<file path="src/hdl/ptaq_pkg.sv">
package ptaq_pkg;

    // Item action codes
    localparam logic [1:0] ACT_UPDATE = 2'd0;
    localparam logic [1:0] ACT_DROP   = 2'd1;
    localparam logic [1:0] ACT_CLEAR  = 2'd2;

    // Configuration register indexes
    localparam logic [1:0] REG_ON_THRESHOLD   = 2'd0;
    localparam logic [1:0] REG_OFF_THRESHOLD  = 2'd1;
    localparam logic [1:0] REG_REQUIRED_COUNT = 2'd2;

    // Register reset values
    localparam logic signed [15:0] ON_THRESHOLD_RST   = 16'sd512;
    localparam logic signed [15:0] OFF_THRESHOLD_RST  = 16'sd768;
    localparam logic [7:0]         REQUIRED_COUNT_RST = 8'd3;

    localparam int ID_W    = 16;
    localparam int TTC_W   = 16;
    localparam int DCNT_W  = 8;
    localparam int USE_W   = 6;

    // Per-entry state kept in the state memory
    typedef struct packed {
        logic              alert;
        logic [DCNT_W-1:0] danger_count;
    } track_state_t;

    // Lookup result flags, table to control
    typedef struct packed {
        logic hit;
        logic has_free;
    } lookup_flags_t;

    // Table write command, control to table
    typedef struct packed {
        logic alloc;
        logic release_entry;
        logic wipe;
    } table_cmd_t;

endpackage

</file>
<file path="src/hdl/ptaq_state_mem.sv">
module ptaq_state_mem #(
    parameter int DEPTH  = 32,
    parameter int ADDR_W = 5
) (
    input  logic                  clk,
    input  logic                  rd_en,
    input  logic [ADDR_W-1:0]     rd_addr,
    output ptaq_pkg::track_state_t rd_data,
    input  logic                  wr_en,
    input  logic [ADDR_W-1:0]     wr_addr,
    input  ptaq_pkg::track_state_t wr_data
);
    import ptaq_pkg::*;

    track_state_t mem [DEPTH];
    track_state_t rd_data_reg;

    always_ff @(posedge clk)
    begin
        if (wr_en)
        begin
            mem[wr_addr] <= wr_data;
        end
    end

    always_ff @(posedge clk)
    begin
        if (rd_en)
        begin
            rd_data_reg <= mem[rd_addr];
        end
    end

    assign rd_data = rd_data_reg;

endmodule

</file>
<file path="src/hdl/ptaq_table.sv">
// Track id table: valid bits and ids in flops, parallel compare, registered
// match vector, lowest-index priority encode.
module ptaq_table #(
    parameter int MAX_TRACKS = 32,
    parameter int IDX_W      = 5
) (
    input  logic                      clk,
    input  logic                      rst_n,
    input  logic                      cmp_en,
    input  logic [ptaq_pkg::ID_W-1:0] probe_id,
    input  ptaq_pkg::table_cmd_t      cmd,
    input  logic [IDX_W-1:0]          cmd_idx,
    input  logic [ptaq_pkg::ID_W-1:0] cmd_id,
    output ptaq_pkg::lookup_flags_t   flags,
    output logic [IDX_W-1:0]          hit_idx,
    output logic [IDX_W-1:0]          free_idx
);
    import ptaq_pkg::*;

    logic [MAX_TRACKS-1:0] used_reg;
    logic [ID_W-1:0]       track_reg [MAX_TRACKS];
    logic [MAX_TRACKS-1:0] match_next;
    logic [MAX_TRACKS-1:0] match_reg;
    logic [MAX_TRACKS-1:0] free_reg;

    always_comb
    begin
        for (int i = 0; i < MAX_TRACKS; i++)
        begin
            match_next[i] = used_reg[i] && (track_reg[i] == probe_id);
        end
    end

    always_ff @(posedge clk or negedge rst_n)
    begin
        if (!rst_n)
        begin
            used_reg  <= '0;
            match_reg <= '0;
            free_reg  <= '0;
        end
        else
        begin
            if (cmp_en)
            begin
                match_reg <= match_next;
                free_reg  <= ~used_reg;
            end
            if (cmd.wipe)
            begin
                used_reg <= '0;
            end
            else if (cmd.alloc)
            begin
                used_reg[cmd_idx] <= 1'b1;
            end
            else if (cmd.release_entry)
            begin
                used_reg[cmd_idx] <= 1'b0;
            end
        end
    end

    // ids only matter while the valid bit is set
    always_ff @(posedge clk)
    begin
        if (cmd.alloc)
        begin
            track_reg[cmd_idx] <= cmd_id;
        end
    end

    // lowest set bit wins
    always_comb
    begin
        hit_idx  = '0;
        free_idx = '0;
        for (int i = MAX_TRACKS - 1; i >= 0; i--)
        begin
            if (match_reg[i])
            begin
                hit_idx = IDX_W'(i);
            end
            if (free_reg[i])
            begin
                free_idx = IDX_W'(i);
            end
        end
        flags.hit      = |match_reg;
        flags.has_free = |free_reg;
    end

endmodule

</file>
<file path="src/hdl/per_track_alert_qualifier.sv">
// Channel  | Handshake            | Payload
// ---------+----------------------+--------------------------------------------
// in       | in_valid / in_ready  | action, obj_id, ttc_ok, ttc_time
// out      | out_valid / out_ready| alert, status, tracks_in_use
// cfg      | cfg_write            | cfg_index, cfg_data (no wait, no read-back)
//
// Each item passes id compare against every table slot at accept, then
// priority encode plus state memory read, then read-modify-write.
// The registered state memory read is why the middle step has its own state.
// Reset clears the valid bits and the track count at once; no clearing pass.
// The result sits in an output register; a stalled beat holds the item in the
// update cycle, and a new beat is taken while a result waits.
module per_track_alert_qualifier #(
    parameter int MAX_TRACKS = 32
) (
    input  logic                       clk,
    input  logic                       rst_n,
    // input channel
    input  logic                       in_valid,
    output logic                       in_ready,
    input  logic [1:0]                 action,
    input  logic signed [ptaq_pkg::ID_W-1:0]  obj_id,
    input  logic                       ttc_ok,
    input  logic signed [ptaq_pkg::TTC_W-1:0] ttc_time,
    // output channel
    output logic                       out_valid,
    input  logic                       out_ready,
    output logic                       alert,
    output logic                       status,
    output logic [ptaq_pkg::USE_W-1:0] tracks_in_use,
    // configuration
    input  logic                       cfg_write,
    input  logic [1:0]                 cfg_index,
    input  logic [15:0]                cfg_data
);
    import ptaq_pkg::*;

    localparam int IDX_W = (MAX_TRACKS > 1) ? $clog2(MAX_TRACKS) : 1;
    localparam int CNT_W = $clog2(MAX_TRACKS + 1);

    typedef enum logic [1:0] {
        ST_IDLE,
        ST_LOOK,
        ST_UPD
    } state_t;

    state_t state_reg;

    // configuration
    logic signed [TTC_W-1:0] on_thr_reg;
    logic signed [TTC_W-1:0] off_thr_reg;
    logic [DCNT_W-1:0]       req_cnt_reg;

    // captured item
    logic [1:0]              action_reg;
    logic [ID_W-1:0]         id_reg;
    logic                    ttc_ok_reg;
    logic signed [TTC_W-1:0] ttc_reg;

    // lookup results
    logic                    hit_reg;
    logic                    has_free_reg;
    logic [IDX_W-1:0]        idx_reg;

    logic [CNT_W-1:0]        used_cnt_reg;
    logic [CNT_W-1:0]        used_cnt_next;

    logic                    out_valid_reg;
    logic                    alert_reg;
    logic                    status_reg;
    logic [USE_W-1:0]        tracks_reg;

    lookup_flags_t           flags;
    logic [IDX_W-1:0]        hit_idx;
    logic [IDX_W-1:0]        free_idx;
    logic [IDX_W-1:0]        look_idx;
    table_cmd_t              cmd;

    track_state_t            rd_data;
    track_state_t            cur_state;
    track_state_t            new_state;

    logic                    accept;
    logic                    fire;
    logic                    is_upd;
    logic                    is_drop;
    logic                    is_clear;
    logic                    have_entry;
    logic                    danger;
    logic                    clear_cond;
    logic [DCNT_W-1:0]       cnt_inc;
    logic                    alert_next;
    logic                    status_next;
    logic [CNT_W+USE_W-1:0]  used_ext;

    assign in_ready = (state_reg == ST_IDLE);
    assign accept   = in_valid && in_ready;
    assign fire     = (state_reg == ST_UPD) && (!out_valid_reg || out_ready);

    assign look_idx = flags.hit ? hit_idx : free_idx;

    ptaq_table #(
        .MAX_TRACKS (MAX_TRACKS),
        .IDX_W      (IDX_W)
    ) u_table (
        .clk      (clk),
        .rst_n    (rst_n),
        .cmp_en   (accept),
        .probe_id (obj_id),
        .cmd      (cmd),
        .cmd_idx  (idx_reg),
        .cmd_id   (id_reg),
        .flags    (flags),
        .hit_idx  (hit_idx),
        .free_idx (free_idx)
    );

    ptaq_state_mem #(
        .DEPTH  (MAX_TRACKS),
        .ADDR_W (IDX_W)
    ) u_state_mem (
        .clk     (clk),
        .rd_en   (state_reg == ST_LOOK),
        .rd_addr (look_idx),
        .rd_data (rd_data),
        .wr_en   (fire && is_upd && have_entry),
        .wr_addr (idx_reg),
        .wr_data (new_state)
    );

    // update-cycle decisions
    always_comb
    begin
        is_upd     = (action_reg == ACT_UPDATE) && !id_reg[ID_W-1];
        is_drop    = (action_reg == ACT_DROP) && hit_reg;
        is_clear   = (action_reg == ACT_CLEAR);
        have_entry = hit_reg || has_free_reg;

        // a freshly allocated slot starts clean
        cur_state  = hit_reg ? rd_data : '0;

        danger     = ttc_ok_reg && (ttc_reg <= on_thr_reg);
        clear_cond = !ttc_ok_reg || (ttc_reg >= off_thr_reg);
        cnt_inc    = (cur_state.danger_count < req_cnt_reg)
                     ? cur_state.danger_count + DCNT_W'(1)
                     : cur_state.danger_count;

        new_state = cur_state;
        if (cur_state.alert)
        begin
            if (clear_cond)
            begin
                new_state = '0;
            end
        end
        else if (danger)
        begin
            new_state.danger_count = cnt_inc;
            new_state.alert        = (cnt_inc >= req_cnt_reg);
        end
        else
        begin
            new_state.danger_count = '0;
        end

        cmd.alloc         = fire && is_upd && !hit_reg && has_free_reg;
        cmd.release_entry = fire && is_drop;
        cmd.wipe          = fire && is_clear;

        used_cnt_next = used_cnt_reg;
        if (is_clear)
        begin
            used_cnt_next = '0;
        end
        else if (is_upd && !hit_reg && has_free_reg)
        begin
            used_cnt_next = used_cnt_reg + CNT_W'(1);
        end
        else if (is_drop && (used_cnt_reg != '0))
        begin
            used_cnt_next = used_cnt_reg - CNT_W'(1);
        end

        alert_next  = is_upd && have_entry && new_state.alert;
        status_next = is_upd && !have_entry;
        used_ext    = {{USE_W{1'b0}}, used_cnt_next};
    end

    always_ff @(posedge clk or negedge rst_n)
    begin
        if (!rst_n)
        begin
            state_reg     <= ST_IDLE;
            on_thr_reg    <= ON_THRESHOLD_RST;
            off_thr_reg   <= OFF_THRESHOLD_RST;
            req_cnt_reg   <= REQUIRED_COUNT_RST;
            used_cnt_reg  <= '0;
            out_valid_reg <= 1'b0;
            alert_reg     <= 1'b0;
            status_reg    <= 1'b0;
            tracks_reg    <= '0;
            hit_reg       <= 1'b0;
            has_free_reg  <= 1'b0;
        end
        else
        begin
            if (cfg_write)
            begin
                case (cfg_index)
                    REG_ON_THRESHOLD:   on_thr_reg  <= cfg_data;
                    REG_OFF_THRESHOLD:  off_thr_reg <= cfg_data;
                    REG_REQUIRED_COUNT: req_cnt_reg <= cfg_data[DCNT_W-1:0];
                    default: ;
                endcase
            end

            if (out_valid_reg && out_ready && !fire)
            begin
                out_valid_reg <= 1'b0;
            end

            case (state_reg)
                ST_IDLE:
                begin
                    if (accept)
                    begin
                        state_reg <= ST_LOOK;
                    end
                end
                ST_LOOK:
                begin
                    hit_reg      <= flags.hit;
                    has_free_reg <= flags.has_free;
                    state_reg    <= ST_UPD;
                end
                ST_UPD:
                begin
                    if (fire)
                    begin
                        used_cnt_reg  <= used_cnt_next;
                        out_valid_reg <= 1'b1;
                        alert_reg     <= alert_next;
                        status_reg    <= status_next;
                        tracks_reg    <= used_ext[USE_W-1:0];
                        state_reg     <= ST_IDLE;
                    end
                end
                default:
                begin
                    state_reg <= ST_IDLE;
                end
            endcase
        end
    end

    // item payload and slot index, no reset needed
    always_ff @(posedge clk)
    begin
        if (accept)
        begin
            action_reg <= action;
            id_reg     <= obj_id;
            ttc_ok_reg <= ttc_ok;
            ttc_reg    <= ttc_time;
        end
        if (state_reg == ST_LOOK)
        begin
            idx_reg <= look_idx;
        end
    end

    assign out_valid     = out_valid_reg;
    assign alert         = alert_reg;
    assign status        = status_reg;
    assign tracks_in_use = tracks_reg;

`ifndef NO_ASSERTIONS
    a_count_bound: assert property (@(posedge clk) disable iff (!rst_n)
        used_cnt_reg <= CNT_W'(MAX_TRACKS))
        else $error("track count above table size");

    a_alloc_inc: assert property (@(posedge clk) disable iff (!rst_n)
        cmd.alloc |=> used_cnt_reg == $past(used_cnt_reg) + CNT_W'(1))
        else $error("allocation did not bump track count");

    a_wipe_zero: assert property (@(posedge clk) disable iff (!rst_n)
        cmd.wipe |=> (used_cnt_reg == '0) && (tracks_reg == '0))
        else $error("table clear left tracks counted");

    a_full_no_alert: assert property (@(posedge clk) disable iff (!rst_n)
        out_valid_reg |-> !(alert_reg && status_reg))
        else $error("alert raised on a full-table result");
`endif

endmodule
</file>
<file path="config.mk">
export PLATFORM = sky130hd
export DESIGN_NAME = per_track_alert_qualifier
export DESIGN_NICKNAME = d
export VERILOG_FILES = /design/src/hdl/ptaq_pkg.sv /design/src/hdl/ptaq_state_mem.sv /design/src/hdl/ptaq_table.sv /design/src/hdl/per_track_alert_qualifier.sv
export SDC_FILE = /design/constraint.sdc
export NUM_CORES = 1
export LEC_CHECK = 0
export BUFFER_PORTS_ARGS = -buffer_cell sky130_fd_sc_hd__buf_2
export CORE_UTILIZATION = 45
export DETAILED_ROUTE_END_ITERATION = 12
export PLACE_DENSITY_LB_ADDON = 0.15
export SKIP_CTS_REPAIR_TIMING = 1
export SLEW_MARGIN = 10
export SYNTH_ARGS = -nofsm -noshare
export SYNTH_HDL_FRONTEND = slang
export SYNTH_SLANG_ARGS = --single-unit
</file>
<file path="constraint.sdc">
create_clock -name clk -period 4.7 [get_ports clk]
set_input_delay 0.235 -clock clk [delete_from_list [all_inputs] [get_ports clk]]
set_output_delay 0.235 -clock clk [all_outputs]
set_load 0.005 [all_outputs]
</file>
==> results.json, run 1 <==
{
  "path_delay_family": "compound AO/OA/AOI/OAI gates",
  "end_kind": "flip-flop",
  "globalplace.congestion": 0.913,
  "synth_edf_count": 849,
  "wl_microns": 114000,
  "synth_ff_type": "edfxtp_1",
  "syn_inst": 2976,
  "cts_root_buffer": "clkbuf_16",
  "grt_pass1_vias": 25100,
  "r2r-start": "hit_reg$_DFFE_PN0N_",
  "rsz0062_at_grt": "no",
  "yosys_warnings": 0,
  "dieHeight_microns": 310,
  "skew_ns": 0.0277,
  "clk_path_buf_depth": 3,
  "slowest_stage": "a21boi_2",
  "grt_overflow_total": 0,
  "largest_reg_flops": 512,
  "grt_use_met1_pct": 33.6,
  "die_area_sq_um": 95900,
  "grt_pass1_wl_microns": 167000,
  "worst_ep_arrival_time_ns": 4.68,
  "h-tree-depth": 3,
  "cts_inserted_buffers": 105,
  "wl_per_cell_microns": 25.4,
  "vias_per_cell": 5.60,
  "portBuffers": 67,
  "critPathBufInv": 4,
  "io_pins": 68,
  "max_freq_mhz": 234,
  "r2r-end": "u_state_mem.mem[27][8]$_DFFE_PP_",
  "critPathKind": "flip-flop to flip-flop",
  "r2r_cells": 20,
  "rows": 112,
  "fin_crit_ns": 4.27,
  "fin_util_pct": 52.3,
  "firstDrtPassIters": 5,
  "ys_top_cells_by_area": "edfxtp_1 60%, xnor2_1 11%, dfrtp_1 8.5%",
  "maxCapViolCount": 0,
  "synth_nets": 3087,
  "use_met2_pct": 39.5,
  "drt-initial-drc-count": 2267,
  "track_usage_pct": 24.0,
  "initial_core_util_pct": 45.6,
  "r2r_setup_slack_ns": 0.43,
  "clk_pin_slew_ns": 0.06,
  "antenna_found_initial": 0,
  "pwr_density_cell_nw_per_um2": 419,
  "min_path_cells": 2,
  "max_slew_margin_pct": 11.7,
  "required_ns": 5.11,
  "synth_area_per_cell_sq_um": 14.3,
  "worst_pin_slew_ns": 1.31,
  "ant_nets": 0,
  "crit_path_frequent_cell": "a21oi_1",
  "place_hpwl_microns": 71400,
  "maxSlewViolCount": 0,
  "crit_path_max_incr_delay_ns": 0.41,
  "cts_tree": "built",
  "num-nets-final": 3279,
  "finalSetupTns_ns": 0,
  "hold_path_startpoint": "obj_id[5]",
  "worstPathCellList": "buf_4 > nand2_1 > inv_1 > ha_1 > a21o_1 > a21oi_1 > o21a_1 > xnor2_1 > ha_1 > nand2b_1 > a21o_1 > a21oi_1 > nor2b_1 > o21ai_0 > nand2b_1 > a21oi_1 > o21ai_0 > a21boi_2 > clkinvlp_4 > buf_4",
  "yosysTopAreaCellShare_pct": 59.9,
  "setup_viol": 0,
  "finalCritPeriodShare_pct": 90.9,
  "ys_seq_elements": 998,
  "numClockSinks": 998,
  "yosys.area.top_type": "edfxtp_1",
  "status": "completed",
  "synth_seq_area_share_pct": 68.6,
  "cp_max_fo": 16,
  "min_path_type": "input port to flip-flop",
  "area_growth_pct": 14.7,
  "async_flop_share_pct": 14.9,
  "hold_viol_final": 0,
  "ys_types": 76,
  "final_cell_mix": "849 x edfxtp_1, 520 x xnor2_1, 185 x nor2_1",
  "grt_use_met3_pct": 3.14,
  "grt_most_used_layer": "met2",
  "synth.cell_area_sq_um": 42600,
  "critPathLaunchType": "flip-flop",
  "die-width_microns": 310,
  "p_leak_nw": 16.2,
  "drc": 0,
  "final_common_cell": "edfxtp_1",
  "grt_max_degree": 107,
  "layout-drive-gt1-share_pct": 13.3,
  "ir_drop_v": 0.000332,
  "core_region_area_sq_um": 93500,
  "holdPathEnd": "id_reg[5]$_DFFE_PP_",
  "vias": 25300,
  "fillers": 7817,
  "clk_latency_ns": 0.70
}
cells by family after synthesis:
kind of cell               after synthesis  share of synthesized area [%]
and+or+nand+nor                        666                           7.85
xor gates and xnor gates               522                           10.7
AOI/OAI and AO/OA                      384                           5.30
buffers and inverters                  208                           2.07
adders and majority gates               53                           1.58
DFF                                    998                           68.6
muxes                                  145                           3.83
per-layer routing:
metal,up-vias,routed length [microns]
met5,-,0
li1,11300,-
met3,173,6150
met1,13000,50300
met2,776,55200
met4,0,2840
final cells by class:
class | instances | area, sq um | area share [%]
Tap cell | 1254 | 1570 | 3.21
Timing Repair inverter | 1 | 7.51 | 0.0154
Sequential cell | 998 | 29200 | 59.8
Multi-Input combinational cell | 1770 | 12500 | 25.6
Inverter | 66 | 259 | 0.530
Clock inverter | 56 | 646 | 1.32
Clock buffer | 138 | 2860 | 5.84
Antenna cell | 1 | 2.50 | 0.00512
Timing Repair Buffer | 226 | 1770 | 3.63
through the flow:
| step | std cells | cell area, sq um | hold WS [ns] | worst slack (ns) | power (mW) |
|---|---|---|---|---|---|
| after floorplan | 2976 | 42600 | -0.0606 | 0.736 | 11.3 |
| after global placement | 4273 | 44900 | 0.412 | 0.240 | 12.1 |
| after detailed placement | 4273 | 44900 | 0.413 | 0.182 | 12.2 |
| after CTS | 4467 | 48400 | -0.322 | 0.160 | 20.6 |
| after global routing | 4509 | 48900 | 0.0840 | 0.0902 | 21.1 |
| final | 4510 | 48900 | 0.111 | 0.426 | 20.5 |
worst max path at each step:
stage                     slack (ns)                               end                   from  cells past startpoint
after floorplan                 0.74   u_state_mem.mem[0][0]$_DFFE_PP_  ttc_reg[15]$_DFFE_PP_                      8
after global placement          0.24  u_state_mem.mem[19][8]$_DFFE_PP_    hit_reg$_DFFE_PN0N_                     19
after detailed placement        0.18  u_state_mem.mem[12][8]$_DFFE_PP_    hit_reg$_DFFE_PN0N_                     19
after CTS                       0.16  u_state_mem.mem[27][8]$_DFFE_PP_    hit_reg$_DFFE_PN0N_                     19
after global routing            0.09  u_state_mem.mem[27][8]$_DFFE_PP_    hit_reg$_DFFE_PN0N_                     20
final                           0.43  u_state_mem.mem[27][8]$_DFFE_PP_    hit_reg$_DFFE_PN0N_                     20
power breakdown:
group / switching [mW] / total, mW / internal (mW)
clock network: 3.46 / 8.44 / 4.98
registers: 0.234 / 10.2 / 9.95
logic: 1.22 / 1.84 / 0.621
total: 4.91 / 20.5 / 15.5
worst register-to-register path: cells and delay by family, from the launching register on:
family / cells / cell delay [ns]
buffers and inverters: 4 / 0.64
xor gates and xnor gates: 1 / 0.15
adders and majority gates: 2 / 0.53
DFF: 1 / 0.40
AOI/OAI and AO/OA: 9 / 1.83
and+or+nand+nor: 4 / 0.44
synthesized netlist by cell type, types with 13 or more instances:
cell type and instances:
a21o_1 13, a21oi_1 118, buf_1 50, clkbuf_1 70, dfrtp_1 144, edfxtp_1 849, ha_1 52, inv_1 64
mux2_2 53, mux2i_1 83, nand2_1 143, nand2b_1 15, nand3_1 84, nand4_1 108, nor2_1 185, nor2b_1 15
nor3_1 16, nor4_1 51, o21ai_0 149, o22ai_1 13, xnor2_1 520
(Power assumes the default switching activity.)
==> run 2: changes to the inputs <==
- SYNTH_HIERARCHICAL: not set -> 1
==> run 2 against run 1 <==
  * Clock-buffer cell count grew 4
  * Total power fell by 2.8%
  * Final area down 1.7%
  * Largest power group unchanged
==> results.json, run 2 <==
{
  "place_hpwl_microns": 68700,
  "die_area_sq_um": 95800,
  "vias_per_cell": 5.60,
  "synth.cell_area_sq_um": 42600,
  "io_pins": 68,
  "ir_drop_v": 0.000332,
  "dieHeight_microns": 310,
  "max_slew_margin_pct": 12.6,
  "num-nets-final": 2994,
  "fin_util_pct": 51.4,
  "cts_root_buffer": "clkbuf_16",
  "worstPathCellList": "buf_4 > nand2_1 > inv_1 > ha_1 > nand2_1 > nor3_1 > o31ai_2 > o211a_1 > a21oi_1 > inv_1 > ha_1 > o21ai_0 > a21oi_1 > o211ai_1 > o2bb2ai_1 > o21ai_2",
  "cts_tree": "built",
  "slowest_stage": "o21ai_2",
  "synth_edf_count": 849,
  "wl_per_cell_microns": 26.6,
  "drc": 0,
  "critPathKind": "flip-flop to flip-flop",
  "vias": 23700,
  "required_ns": 5.00,
  "ys_top_cells_by_area": "edfxtp_1 60%, xor2_1 9.9%, dfrtp_1 8.5%",
  "end_kind": "flip-flop",
  "fin_ws_ns": 0.423,
  "pwr_density_cell_nw_per_um2": 414,
  "track_usage_pct": 23.6,
  "die-width_microns": 310,
  "synth_ff_type": "edfxtp_1",
  "async_flop_share_pct": 14.9,
  "initial_core_util_pct": 45.5,
  "syn_inst": 2709,
  "firstDrtPassIters": 6,
  "h-tree-depth": 3,
  "rows": 112,
  "clk_latency_ns": 0.68,
  "numClockSinks": 998,
  "synth_area_per_cell_sq_um": 15.7,
  "cp_max_fo": 33,
  "worst_pin_slew_ns": 1.31,
  "final_cell_mix": "849 x edfxtp_1, 483 x xor2_1, 144 x dfrtp_1",
  "rsz0062_at_grt": "no",
  "largest_reg_flops": 512,
  "clk_path_buf_depth": 3,
  "cts_inserted_buffers": 105,
  "globalplace.congestion": 0.867,
  "hold_viol_final": 0,
  "drt-initial-drc-count": 2421,
  "skew_ns": 0.0207,
  "max_freq_mhz": 234,
  "final_common_cell": "edfxtp_1",
  "clk_pin_slew_ns": 0.06,
  "grt_max_degree": 91,
  "portBuffers": 67,
  "yosys.area.top_type": "edfxtp_1",
  "finalCritPeriodShare_pct": 91.0,
  "synth_nets": 2820,
  "synth.most_common_cell": "edfxtp_1",
  "finalSetupTns_ns": 0,
  "holdWs_ns": 0.120,
  "ant_nets": 0,
  "antenna_found_initial": 2,
  "worst_ep_arrival_time_ns": 4.58,
  "yosysTopAreaCellShare_pct": 59.9,
  "layout-drive-gt1-share_pct": 16.2,
  "status": "completed",
  "fin_crit_ns": 4.28,
  "wl_microns": 112000,
  "setup_viol": 0,
  "min_path_type": "input port to flip-flop",
  "yosys-top-cells-count": "849 x edfxtp_1, 483 x xor2_1, 144 x dfrtp_1, 130 x inv_1, 115 x nor4_1",
  "area_growth_pct": 12.8,
  "grt_overflow_total": 0,
  "synth_seq_area_share_pct": 68.7,
  "core_region_area_sq_um": 93500,
  "ys_seq_elements": 998,
  "crit_path_max_incr_delay_ns": 0.88,
  "maxCapViolCount": 0,
  "maxSlewViolCount": 0,
  "grt_pass1_vias": 23800,
  "p_leak_nw": 16.9,
  "critPathLaunchType": "flip-flop",
  "grt_pass1_wl_microns": 163000,
  "power_mw": 19.9,
  "ys_types": 73,
  "place_ws_ns": 0.434,
  "yosys_warnings": 6
}
[run 2: cell types whose count changed in the layout (fill, tap and decap cells not counted), moves of 63 or more]
cell     previous run  this run
inv_1              62       130
mux2i_1            83         0
mux4_2              9        90
nand4_1           108        45
nor2_1            185        92
nor4_1             51       115
o21ai_0           146        59
xnor2_1           520        40
xor2_1              2       483
[run 2: kinds of logic after synthesis]
group / count (synthesis) / synth area share [%]
XOR/XNOR: 523 / 10.8
multiplexers: 132 / 5.87
adder cells (fa/ha/maj): 53 / 1.58
flip-flops: 998 / 68.7
AND/OR/NAND/NOR: 496 / 6.27
AO/OA/AOI/OAI: 256 / 3.64
buffers and inverters: 251 / 3.23
[run 2: metal layers]
metal / vias up / share of wire, % / track usage (%)
met5: - / 0 / 0
met4: 0 / 2.5 / 6.99
met3: 182 / 5.7 / 3.82
met2: 770 / 48 / 38.1
met1: 12300 / 44 / 33.1
li1: 10400 / - / -
[run 2: stage by stage]
stage / instances / area, sq um
floorplan: 2709 / 42600
global placement: 3992 / 44300
detailed placement: 3992 / 44300
CTS: 4185 / 47600
global route: 4223 / 48000
finish: 4227 / 48000
[run 2: layout make-up]
type | count | area [sq um]
diodes | 4 | 10.0
clock buffers | 142 | 2880
clock inverters | 51 | 415
fillers | 7714 | 45500
inverters | 131 | 492
multi-input cells | 1460 | 12000
flip-flops and latches | 998 | 29200
well taps | 1254 | 1570
repair buffers | 187 | 1390
[run 2: power breakdown]
| part | internal (mW) | switching (mW) |
|---|---|---|
| combinational | 0.604 | 1.12 |
| clock | 4.55 | 3.40 |
| sequential | 9.94 | 0.282 |
[run 2: path summary, 6_finish.rpt]
kind | end | from | slack (ns) | cells after the start
setup / recovery | u_state_mem/mem[1][8]$_DFFE_PP_ | hit_reg$_DFFE_PN0P_ | 0.42 | 16
hold / removal | on_thr_reg[9]$_DFFE_PN1P_ | cfg_index[0] | 0.12 | 5
setup reg to reg | u_state_mem/mem[1][8]$_DFFE_PP_ | hit_reg$_DFFE_PN0P_ | 0.42 | 16
hold reg to reg | u_table/free_reg[5]$_DFFE_PN0P_ | u_table/used_reg[5]$_DFFE_PN0P_ | 0.48 | 1
max in group asynchronous | u_table/match_reg[7]$_DFFE_PN0P_ | rst_n | 3.37 | 3
min in group asynchronous | on_thr_reg[7]$_DFFE_PN0P_ | rst_n | 0.18 | 2
[run 2: critical path, delay by kind of cell (launching register included)]
family | cells | cell delay (ns)
flops | 1 | 0.41
simple gates | 3 | 0.50
compound gates | 8 | 2.08
fa+ha+maj | 2 | 0.56
buf+inv | 3 | 0.34
